--- config.mk ---
export PLATFORM = sky130hd
export DESIGN_NAME = tdc_tof_to_distance_lut
export DESIGN_NICKNAME = d
export VERILOG_FILES = /design/src/rtl/core/tdc_pkg.sv /design/src/rtl/core/tdc_tof_to_distance_lut.sv /design/src/rtl/core/tdc_divider.sv /design/src/rtl/core/tdc_table_ram.sv
export SDC_FILE = /design/constraint.sdc
export NUM_CORES = 2
export LEC_CHECK = 0
export ABC_AREA = 1
export BUFFER_PORTS_ARGS = -buffer_cell sky130_fd_sc_hd__buf_2
export CAP_MARGIN = 10
export CELL_PAD_IN_SITES_DETAIL_PLACEMENT = 2
export CELL_PAD_IN_SITES_GLOBAL_PLACEMENT = 2
export CORE_MARGIN = 2
export CORE_UTILIZATION = 46
export DETAILED_ROUTE_END_ITERATION = 7
export HOLD_SLACK_MARGIN = 0.06
export PLACE_DENSITY = 0.93
export SETUP_SLACK_MARGIN = 0.05
export SLEW_MARGIN = 20
export SYNTH_ARGS = -nofsm -noshare
export SYNTH_HDL_FRONTEND = slang
export SYNTH_SLANG_ARGS = --single-unit
--- constraint.sdc ---
create_clock -name clk -period 19.5 [get_ports clk]
set_input_delay 1.95 -clock clk [delete_from_list [all_inputs] [get_ports clk]]
set_output_delay 1.95 -clock clk [all_outputs]
set_load 0.03 [all_outputs]
--- src/rtl/core/tdc_pkg.sv ---
// shared types, constants and control structs for the tdc distance block
`default_nettype none
package tdc_pkg;
  localparam int unsigned TABLE_ENTRIES = 32;
  localparam int unsigned IDX_W = 5;
  localparam int unsigned TIME_W = 31;
  localparam int unsigned DIST_W = 24;
  localparam logic [23:0] TOF_SCALE = 24'd9000000;
  localparam int unsigned QUOT_W = 56;

  localparam logic [2:0] RC_OK = 3'd0;
  localparam logic [2:0] RC_OVERFLOW = 3'd1;
  localparam logic [2:0] RC_NO_TIME = 3'd2;
  localparam logic [2:0] RC_OUTSIDE = 3'd3;
  localparam logic [2:0] RC_ZERO_DIV = 3'd4;

  localparam logic [3:0] ST_OVERFLOW = 4'h2;
  localparam logic [3:0] ST_NEW = 4'h1;

  typedef enum logic [3:0] {
    S_IDLE, S_MUL, S_DIV, S_AVG, S_SCAN, S_SCAN_WAIT, S_FETCH, S_FETCH_WAIT,
    S_PROD, S_DIV2, S_DONE
  } state_t;

  // divider handshake
  typedef struct packed {
    logic start;
    logic [QUOT_W-1:0] dividend;
    logic [31:0] divisor;
  } div_req_t;

  typedef struct packed {
    logic done;
    logic [QUOT_W-1:0] quotient;
  } div_rsp_t;
endpackage
`default_nettype wire

--- src/rtl/core/tdc_tof_to_distance_lut.sv ---
// top level: time-of-flight conversion with calibration table interpolation
// usage: raise start with the in_ fields while busy is low; the transaction
// is taken at that edge and busy stays high until its result is delivered.
// in_op = 0 writes one table slot; in_op = 1 converts one converter reading:
// a 56-step restoring divider forms the flight time, then the table is
// walked slot by slot, S_SCAN then S_SCAN_WAIT, through the single read
// port of the memory, then the two bracketing slots are fetched and a
// second 56-step division interpolates. a load, an overflow or a missing
// measurement goes from S_IDLE straight to S_DONE; a zero divisor ends
// after S_MUL, a nonpositive time after the first division, a time outside
// the table after the scan and a full conversion after the second division.
// out_valid is raised from S_DONE and busy drops the cycle after it, so a
// new transaction waits for the last result. one item is worked on at a time.
// out_valid is high for exactly one cycle with the result; the receiver
// cannot hold it off, so nothing waits behind it.
// reset clears the control state only; the table holds no defined value
// until loaded and every slot must be loaded before measuring.
`default_nettype none
module tdc_tof_to_distance_lut (
  input  wire logic clk,
  input  wire logic rst_n,
  input  wire logic start,
  output logic busy,
  input  wire logic in_op,
  input  wire logic [4:0] in_entry_index,
  input  wire logic [30:0] in_entry_flight_time,
  input  wire logic [23:0] in_entry_distance,
  input  wire logic [3:0] in_irq_status,
  input  wire logic [23:0] in_time_count,
  input  wire logic [23:0] in_cal_count_one,
  input  wire logic [23:0] in_cal_count_two,
  output logic out_valid,
  output logic [2:0] out_result_code,
  output logic [24:0] out_distance_mm,
  output logic [4:0] out_segment,
  output logic signed [28:0] out_flight_time_ps
);
  localparam int unsigned IW = tdc_pkg::IDX_W;
  localparam int unsigned TW = tdc_pkg::TIME_W;
  localparam int unsigned DW = tdc_pkg::DIST_W;
  localparam int unsigned QW = tdc_pkg::QUOT_W;

  tdc_pkg::state_t state_r, state_nxt;
  tdc_pkg::div_req_t dreq;
  tdc_pkg::div_rsp_t drsp;

  logic [23:0] tcount_r, tcount_nxt;
  logic [31:0] divisor_r, divisor_nxt;
  logic [47:0] prod_r, prod_nxt;
  logic signed [28:0] tof_r, tof_nxt;
  logic [IW-1:0] idx_r, idx_nxt;
  logic [IW-1:0] best_r, best_nxt;
  logic found_r, found_nxt;
  logic [TW-1:0] prev_t_r, prev_t_nxt;
  logic [TW-1:0] tlo_r, tlo_nxt, thi_r, thi_nxt;
  logic [DW-1:0] dlo_r, dlo_nxt, dhi_r, dhi_nxt;
  logic phase_r, phase_nxt;
  logic [2:0] code_r, code_nxt;
  logic [24:0] dist_r, dist_nxt;
  logic [4:0] seg_r, seg_nxt;
  logic valid_r, valid_nxt;

  logic wr_en;
  logic [IW-1:0] rd_addr;
  logic [TW-1:0] rd_time;
  logic [DW-1:0] rd_dist;
  logic [31:0] low32;
  logic signed [31:0] sval;
  logic [DW-1:0] dspan;
  logic [TW-1:0] part, tspan;
  logic [54:0] iprod;

  assign wr_en = start && !busy && !in_op;

  tdc_table_ram u_ram (
    .clk(clk), .wr_en(wr_en), .wr_addr(in_entry_index),
    .wr_time(in_entry_flight_time), .wr_dist(in_entry_distance),
    .rd_addr(rd_addr), .rd_time(rd_time), .rd_dist(rd_dist)
  );

  tdc_divider u_div (.clk(clk), .rst_n(rst_n), .req(dreq), .rsp(drsp));

  assign low32 = drsp.quotient[31:0];
  assign sval = $signed(low32);
  assign dspan = (dhi_r >= dlo_r) ? (dhi_r - dlo_r) : (dlo_r - dhi_r);
  assign part = TW'(tof_r) - tlo_r;
  assign tspan = thi_r - tlo_r;
  assign iprod = 55'(dspan) * 55'(part);

  always_comb begin
    state_nxt = state_r;
    tcount_nxt = tcount_r;
    divisor_nxt = divisor_r;
    prod_nxt = prod_r;
    tof_nxt = tof_r;
    idx_nxt = idx_r;
    best_nxt = best_r;
    found_nxt = found_r;
    prev_t_nxt = prev_t_r;
    tlo_nxt = tlo_r;
    thi_nxt = thi_r;
    dlo_nxt = dlo_r;
    dhi_nxt = dhi_r;
    phase_nxt = phase_r;
    code_nxt = code_r;
    dist_nxt = dist_r;
    seg_nxt = seg_r;
    valid_nxt = 1'b0;
    dreq = '0;
    rd_addr = idx_r;
    unique case (state_r)
      tdc_pkg::S_IDLE: begin
        if (start && !busy) begin
          code_nxt = tdc_pkg::RC_OK;
          dist_nxt = '0;
          seg_nxt = '0;
          tof_nxt = '0;
          tcount_nxt = in_time_count;
          // difference times sixteen, kept modulo 2^32
          divisor_nxt = {(28'(in_cal_count_two) - 28'(in_cal_count_one)), 4'b0};
          if (!in_op) begin
            state_nxt = tdc_pkg::S_DONE;
          end else if ((in_irq_status & tdc_pkg::ST_OVERFLOW) != 4'h0) begin
            code_nxt = tdc_pkg::RC_OVERFLOW;
            state_nxt = tdc_pkg::S_DONE;
          end else if ((in_irq_status & tdc_pkg::ST_NEW) == 4'h0) begin
            code_nxt = tdc_pkg::RC_NO_TIME;
            state_nxt = tdc_pkg::S_DONE;
          end else begin
            state_nxt = tdc_pkg::S_MUL;
          end
        end
      end
      tdc_pkg::S_MUL: begin
        prod_nxt = 48'(tcount_r) * 48'(tdc_pkg::TOF_SCALE);
        if (divisor_r == 32'd0) begin
          code_nxt = tdc_pkg::RC_ZERO_DIV;
          state_nxt = tdc_pkg::S_DONE;
        end else begin
          state_nxt = tdc_pkg::S_DIV;
          phase_nxt = 1'b0;
        end
      end
      tdc_pkg::S_DIV: begin
        if (!phase_r) begin
          dreq.start = 1'b1;
          dreq.dividend = QW'(prod_r);
          dreq.divisor = divisor_r;
          phase_nxt = 1'b1;
        end else if (drsp.done) begin
          // truncating divide by eight
          tof_nxt = 29'((sval + (sval[31] ? 32'sd7 : 32'sd0)) >>> 3);
          state_nxt = tdc_pkg::S_AVG;
        end
      end
      tdc_pkg::S_AVG: begin
        if (tof_r <= 29'sd0) begin
          code_nxt = tdc_pkg::RC_NO_TIME;
          state_nxt = tdc_pkg::S_DONE;
        end else begin
          idx_nxt = '0;
          found_nxt = 1'b0;
          state_nxt = tdc_pkg::S_SCAN;
        end
      end
      tdc_pkg::S_SCAN: begin
        rd_addr = idx_r;
        state_nxt = tdc_pkg::S_SCAN_WAIT;
      end
      tdc_pkg::S_SCAN_WAIT: begin
        if (idx_r != '0 && TW'(tof_r) < rd_time && TW'(tof_r) > prev_t_r) begin
          best_nxt = idx_r;
          found_nxt = 1'b1;
        end
        prev_t_nxt = rd_time;
        if (idx_r == IW'(tdc_pkg::TABLE_ENTRIES - 1)) begin
          if (found_nxt) begin
            idx_nxt = best_nxt - IW'(1);
            phase_nxt = 1'b0;
            state_nxt = tdc_pkg::S_FETCH;
          end else begin
            code_nxt = tdc_pkg::RC_OUTSIDE;
            state_nxt = tdc_pkg::S_DONE;
          end
        end else begin
          idx_nxt = idx_r + IW'(1);
          state_nxt = tdc_pkg::S_SCAN;
        end
      end
      tdc_pkg::S_FETCH: begin
        rd_addr = idx_r;
        state_nxt = tdc_pkg::S_FETCH_WAIT;
      end
      tdc_pkg::S_FETCH_WAIT: begin
        if (!phase_r) begin
          tlo_nxt = rd_time;
          dlo_nxt = rd_dist;
          idx_nxt = best_r;
          phase_nxt = 1'b1;
          state_nxt = tdc_pkg::S_FETCH;
        end else begin
          thi_nxt = rd_time;
          dhi_nxt = rd_dist;
          state_nxt = tdc_pkg::S_PROD;
        end
      end
      tdc_pkg::S_PROD: begin
        prod_nxt = iprod[47:0];
        phase_nxt = 1'b0;
        state_nxt = tdc_pkg::S_DIV2;
      end
      tdc_pkg::S_DIV2: begin
        if (!phase_r) begin
          dreq.start = 1'b1;
          dreq.dividend = QW'(iprod);
          dreq.divisor = 32'(tspan);
          phase_nxt = 1'b1;
        end else if (drsp.done) begin
          dist_nxt = 25'(dlo_r) + drsp.quotient[24:0];
          seg_nxt = best_r;
          state_nxt = tdc_pkg::S_DONE;
        end
      end
      tdc_pkg::S_DONE: begin
        valid_nxt = 1'b1;
        state_nxt = tdc_pkg::S_IDLE;
      end
      default: state_nxt = tdc_pkg::S_IDLE;
    endcase
  end

  always_ff @(posedge clk) begin
    if (!rst_n) begin
      state_r <= tdc_pkg::S_IDLE;
      valid_r <= 1'b0;
      phase_r <= 1'b0;
    end else begin
      state_r <= state_nxt;
      valid_r <= valid_nxt;
      phase_r <= phase_nxt;
    end
    tcount_r <= tcount_nxt;
    divisor_r <= divisor_nxt;
    prod_r <= prod_nxt;
    tof_r <= tof_nxt;
    idx_r <= idx_nxt;
    best_r <= best_nxt;
    found_r <= found_nxt;
    prev_t_r <= prev_t_nxt;
    tlo_r <= tlo_nxt;
    thi_r <= thi_nxt;
    dlo_r <= dlo_nxt;
    dhi_r <= dhi_nxt;
    code_r <= code_nxt;
    dist_r <= dist_nxt;
    seg_r <= seg_nxt;
  end

  assign busy = (state_r != tdc_pkg::S_IDLE) || valid_r;
  assign out_valid = valid_r;
  assign out_result_code = code_r;
  assign out_distance_mm = dist_r;
  assign out_segment = seg_r;
  assign out_flight_time_ps = tof_r;
endmodule
`default_nettype wire

--- src/rtl/core/tdc_divider.sv ---
// restoring divider, one quotient bit per cycle
`default_nettype none
module tdc_divider (
  input  wire logic clk,
  input  wire logic rst_n,
  input  wire tdc_pkg::div_req_t req,
  output tdc_pkg::div_rsp_t rsp
);
  localparam int unsigned QW = tdc_pkg::QUOT_W;
  logic [QW-1:0] quo_r, quo_nxt;
  logic [32:0] rem_r, rem_nxt;
  logic [31:0] dvs_r, dvs_nxt;
  logic [5:0] cnt_r, cnt_nxt;
  logic busy_r, busy_nxt, done_r, done_nxt;
  logic [32:0] trial;

  always_comb begin
    quo_nxt = quo_r;
    rem_nxt = rem_r;
    dvs_nxt = dvs_r;
    cnt_nxt = cnt_r;
    busy_nxt = busy_r;
    done_nxt = 1'b0;
    trial = {rem_r[31:0], quo_r[QW-1]};
    if (req.start) begin
      quo_nxt = req.dividend;
      rem_nxt = '0;
      dvs_nxt = req.divisor;
      cnt_nxt = 6'(QW);
      busy_nxt = 1'b1;
    end else if (busy_r) begin
      if (trial >= {1'b0, dvs_r}) begin
        rem_nxt = trial - {1'b0, dvs_r};
        quo_nxt = {quo_r[QW-2:0], 1'b1};
      end else begin
        rem_nxt = trial;
        quo_nxt = {quo_r[QW-2:0], 1'b0};
      end
      cnt_nxt = cnt_r - 6'd1;
      if (cnt_r == 6'd1) begin
        busy_nxt = 1'b0;
        done_nxt = 1'b1;
      end
    end
  end

  always_ff @(posedge clk) begin
    if (!rst_n) begin
      busy_r <= 1'b0;
      done_r <= 1'b0;
      cnt_r <= '0;
    end else begin
      busy_r <= busy_nxt;
      done_r <= done_nxt;
      cnt_r <= cnt_nxt;
    end
    quo_r <= quo_nxt;
    rem_r <= rem_nxt;
    dvs_r <= dvs_nxt;
  end

  assign rsp.done = done_r;
  assign rsp.quotient = quo_r;
endmodule
`default_nettype wire

--- src/rtl/core/tdc_table_ram.sv ---
// calibration table memory, one write and one registered read port
`default_nettype none
module tdc_table_ram (
  input  wire logic clk,
  input  wire logic wr_en,
  input  wire logic [tdc_pkg::IDX_W-1:0] wr_addr,
  input  wire logic [tdc_pkg::TIME_W-1:0] wr_time,
  input  wire logic [tdc_pkg::DIST_W-1:0] wr_dist,
  input  wire logic [tdc_pkg::IDX_W-1:0] rd_addr,
  output logic [tdc_pkg::TIME_W-1:0] rd_time,
  output logic [tdc_pkg::DIST_W-1:0] rd_dist
);
  logic [tdc_pkg::TIME_W+tdc_pkg::DIST_W-1:0] mem [tdc_pkg::TABLE_ENTRIES];
  logic [tdc_pkg::TIME_W+tdc_pkg::DIST_W-1:0] rd_r;

  always_ff @(posedge clk) begin
    if (wr_en) begin
      mem[wr_addr] <= {wr_time, wr_dist};
    end
    rd_r <= mem[rd_addr];
  end

  assign rd_time = rd_r[tdc_pkg::TIME_W+tdc_pkg::DIST_W-1:tdc_pkg::DIST_W];
  assign rd_dist = rd_r[tdc_pkg::DIST_W-1:0];
endmodule
`default_nettype wire
==> run summary, run 1 <==
Die W - 534 um
Mapped Nets - 14,000
port bufs - 201
Netlist cell types - 66
status - stopped before the end
share of the synthesized area in the top cell type - 50.1%
synthesized area per cell - 10.3 um^2
routability cong. - 0.979
# IOs - 204
Detailed Place HPWL - 414 mm
sequential cell area fraction in the yosys report - 51.7%
Post-synth EDFFs - 2,159
ys async rst share - 0%
Ys Warns - 0
Exit stage - detailed placement (3_5_place_dp)
predominant post-synthesis flop cell - edfxtp_1
Core Rows - 194
Synth area leader - edfxtp_1
stop err - [ERROR DPL-0033] detailed placement checks failed during check placement.
initial core utilization - 46.3%
top cells by area, synth - edfxtp_1, fa_1, ha_1, nor2_1, o21ai_0
Post-Synthesis Cell Area - 129,000 um^2
synthesis-stage register bit count - 2,260
Synth Instances - 12,500
Die Y - 534 um
-- cells in the mapped netlist, drive strengths merged (45+ instances only) --
library cell / n
edfxtp: 2159
dfxtp: 101
fa: 735
xnor2: 50
o21ai: 1372
buf: 148
nor2: 1822
nand2: 1645
nand3: 205
nand4: 51
a31oi: 45
o22ai: 525
ha: 611
xor2: 111
clkbuf: 405
a21oi: 488
nor3: 57
inv: 1691
-- through the flow --
| step | area [um^2] | hold WS [ns] | std cells |
|---|---|---|---|
| 2_1_floorplan | 129000 | 0.404 | 12500 |
| 3_3_place_gp | 134000 | 0.411 | 16100 |
-- cells by family after synthesis --
logic type	synth area share, %
simple gates	11.8
mux	0.0232
fa+ha+maj	17.3
flops	51.7
compound gates	11.3
xor+xnor	1.18
buf+inv	6.70
==> inputs of run 2 (changes only) <==
CELL_PAD_IN_SITES_DETAIL_PLACEMENT = default   (was 2)
CELL_PAD_IN_SITES_GLOBAL_PLACEMENT = default   (was 2)
CORE_UTILIZATION = 40   (was 46)
HOLD_SLACK_MARGIN = default   (was 0.06)
PLACE_DENSITY = default   (was 0.93)
PLACE_DENSITY_LB_ADDON = 0.15   (was default)
SETUP_SLACK_MARGIN = default   (was 0.05)
==> run 2 against run 1 <==
The flow now finishes without violations. Synthesized area is the same. Synthesized cell count is the same.
==> run summary, run 2 <==
Post-synth top cells - edfxtp_1, nor2_1, inv_1
Critical Path Start Type - register
via count - 93,800
Detailed Place HPWL - 285 mm
Detailed Route WL - 431 mm
worst skew pair latency - 0.94 ns
Hold Path Class - register to register
Multi-input gate area - 54,300 um^2
CTS tree - built
Setup Skew - 0.0905 ns
worst-case hold path end point - dhi_r[10]
Die Y - 573 um
sequential cell area fraction in the yosys report - 51.7%
hold path depth - 0
CTS Sinks - 2,260
hold path start - u_ram.rd_r[10]
vias in the first global route - 94,000
All-Layer GR Usage - 25.7%
top flop regs - u_ram.mem: 1760 flops, u_div.quo_r: 56 flops, u_ram.rd_r: 55 flops
Core Region - 321,000 um^2
Netlist cell types - 66
R2R Path End - u_div.quo_r[51]
routability cong. - 0.935
ys async rst share - 0%
nets - 14,100
Max Clock Freq - 87.8 MHz
Filler cells - 30,300
initial antenna violation count - 49
crit path kind - register to register
Synth area leader - edfxtp_1
max reg flops - 1,760
DR vias/cell - 5.49
slowest CP cell - fa_1
Initial DRC Count - 8,782
FF+latch area - 66,900 um^2
layout cells sized above 1 - 6.84%
CTS root buffer - clkbuf_16
top-count cell post-synth - edfxtp_1
Tcrit/Tclk final - 58.4%
Antenna Violating Nets Remaining - 0
Overflow after GRT - 0
FF-to-FF Start - dlo_r[0]
Die W - 573 um
status - finished clean
synthesized area per cell - 10.3 um^2
min Tclk post-route - 11.39 ns
Core Rows - 208
Clock Tree Buf Depth - 4
pin count of the biggest net entering global routing - 186
setup TNS - 0 ns
most common cell after layout, fill and taps aside - edfxtp_1
port bufs - 201
Max FO, Critical Path - 31
R2R depth - 38
unrepaired setup endpoints after global routing - no
Post-CTS Repair Setup Buffers - 0
Crit path largest cell delay - 0.63 ns
Hold-fix buffers, CTS - 0
number of max-cap violations - 0
TritonCTS Buffers - 236
worst path required time - 20.10 ns
most frequent cells in the layout - edfxtp_1, nor2_1, inv_1
die area - 328,000 um^2
synthesis-stage register bit count - 2,260
post-synthesis to final-layout area growth - 10.3%
# IOs - 204
CP Capture Type - register
initial core utilization - 40.3%
Setup Viol. Count Final - 0
Synth Instances - 12,500
clk slew on worst S/H paths - 0.06 ns
register bank with the most flops - u_ram.mem
Resized cells post-CTS - 0
DR DRC count - 0
top cells by area, synth - edfxtp_1, fa_1, ha_1, nor2_1, o21ai_0
Max transition margin - 20.8%
DRT Pass-1 Iters - 6
Worst R2R Setup Slack - 8.11 ns
H-tree level count - 4
Slew Viols, Final - 0
arrival time at the worst endpoint - 11.99 ns
Ys Warns - 0
Post-synth EDFFs - 2,159
Worst Tran Pin Value - 1.19 ns
share of the synthesized area in the top cell type - 50.1%
Post-Synthesis Cell Area - 129,000 um^2
Mapped Nets - 14,000
DR WL/cell - 25.2 um
first-pass GRT wire length - 626 mm
Hold Fails Final Rpt - 0
predominant post-synthesis flop cell - edfxtp_1
## run 2: cell counts after synthesis
No cell type changed its count.
## run 2: cell families after synthesis
family | Yosys count | share of synthesized area, %
compound gates | 2653 | 11.3
xor+xnor | 161 | 1.18
fa+ha+maj | 1346 | 17.3
buf+inv | 2248 | 6.70
flops | 2260 | 51.7
mux | 3 | 0.0232
simple gates | 3871 | 11.8
## run 2: how the worst max path moves through the flow
stage	startpoint	to	slack [ns]
after floorplan	out_flight_time_ps[0]	u_div.quo_r[44]	11.35
final	dlo_r[0]	u_div.quo_r[51]	8.11
after global routing	dlo_r[0]	u_div.quo_r[51]	7.75
after detailed placement	dlo_r[0]	u_div.quo_r[51]	8.37
after CTS	dlo_r[0]	u_div.quo_r[51]	8.33
after global placement	dlo_r[4]	u_div.quo_r[51]	8.32
## run 2: worst max-delay path, delay by kind of cell, from the launching register on
| kind | cells | cell delay [ns] |
|---|---|---|
| buffers and inverters | 12 | 2.59 |
| and+or+nand+nor | 13 | 2.73 |
| adders and majority gates | 9 | 4.45 |
| AOI/OAI and AO/OA | 4 | 0.88 |
| DFF | 1 | 0.38 |
## run 2: cell type report
| class | count | share of cell area, % |
|---|---|---|
| Sequential cell | 2260 | 46.8 |
| Multi-Input combinational cell | 8034 | 38.0 |
| Inverter | 1695 | 4.48 |
| Clock buffer | 309 | 4.46 |
| Tap cell | 4305 | 3.77 |
| Timing Repair Buffer | 370 | 1.65 |
| Clock inverter | 119 | 0.797 |
| Antenna cell | 11 | 0.0193 |
## run 2: metal layers
layer	global-route usage (%)	vias to the layer above	wire length, um
met1	32.9	47300	175000
met2	44.1	3233	211000
met3	3.24	774	25300
met5	0	-	148
li1	-	42500	-
met4	10.1	22	19100
## run 2: through the flow
step                cells  util (%)  hold WS [ns]  setup WS, ns  area [um^2]
CTS                 17100      44.4         0.421          8.33       143000
detailed placement  16700      42.1         0.414          8.37       135000
global route        17100      44.4         0.436          7.75       143000
finish              17100      44.4         0.427          8.11       143000
floorplan           12500         -         0.404         11.35       129000
global placement    16700      42.1         0.413          8.32       135000
Power of run 2 is left out: the tool's default activity adds up to more than one toggle a clock period on the data nets, which glitch-free logic cannot reach.
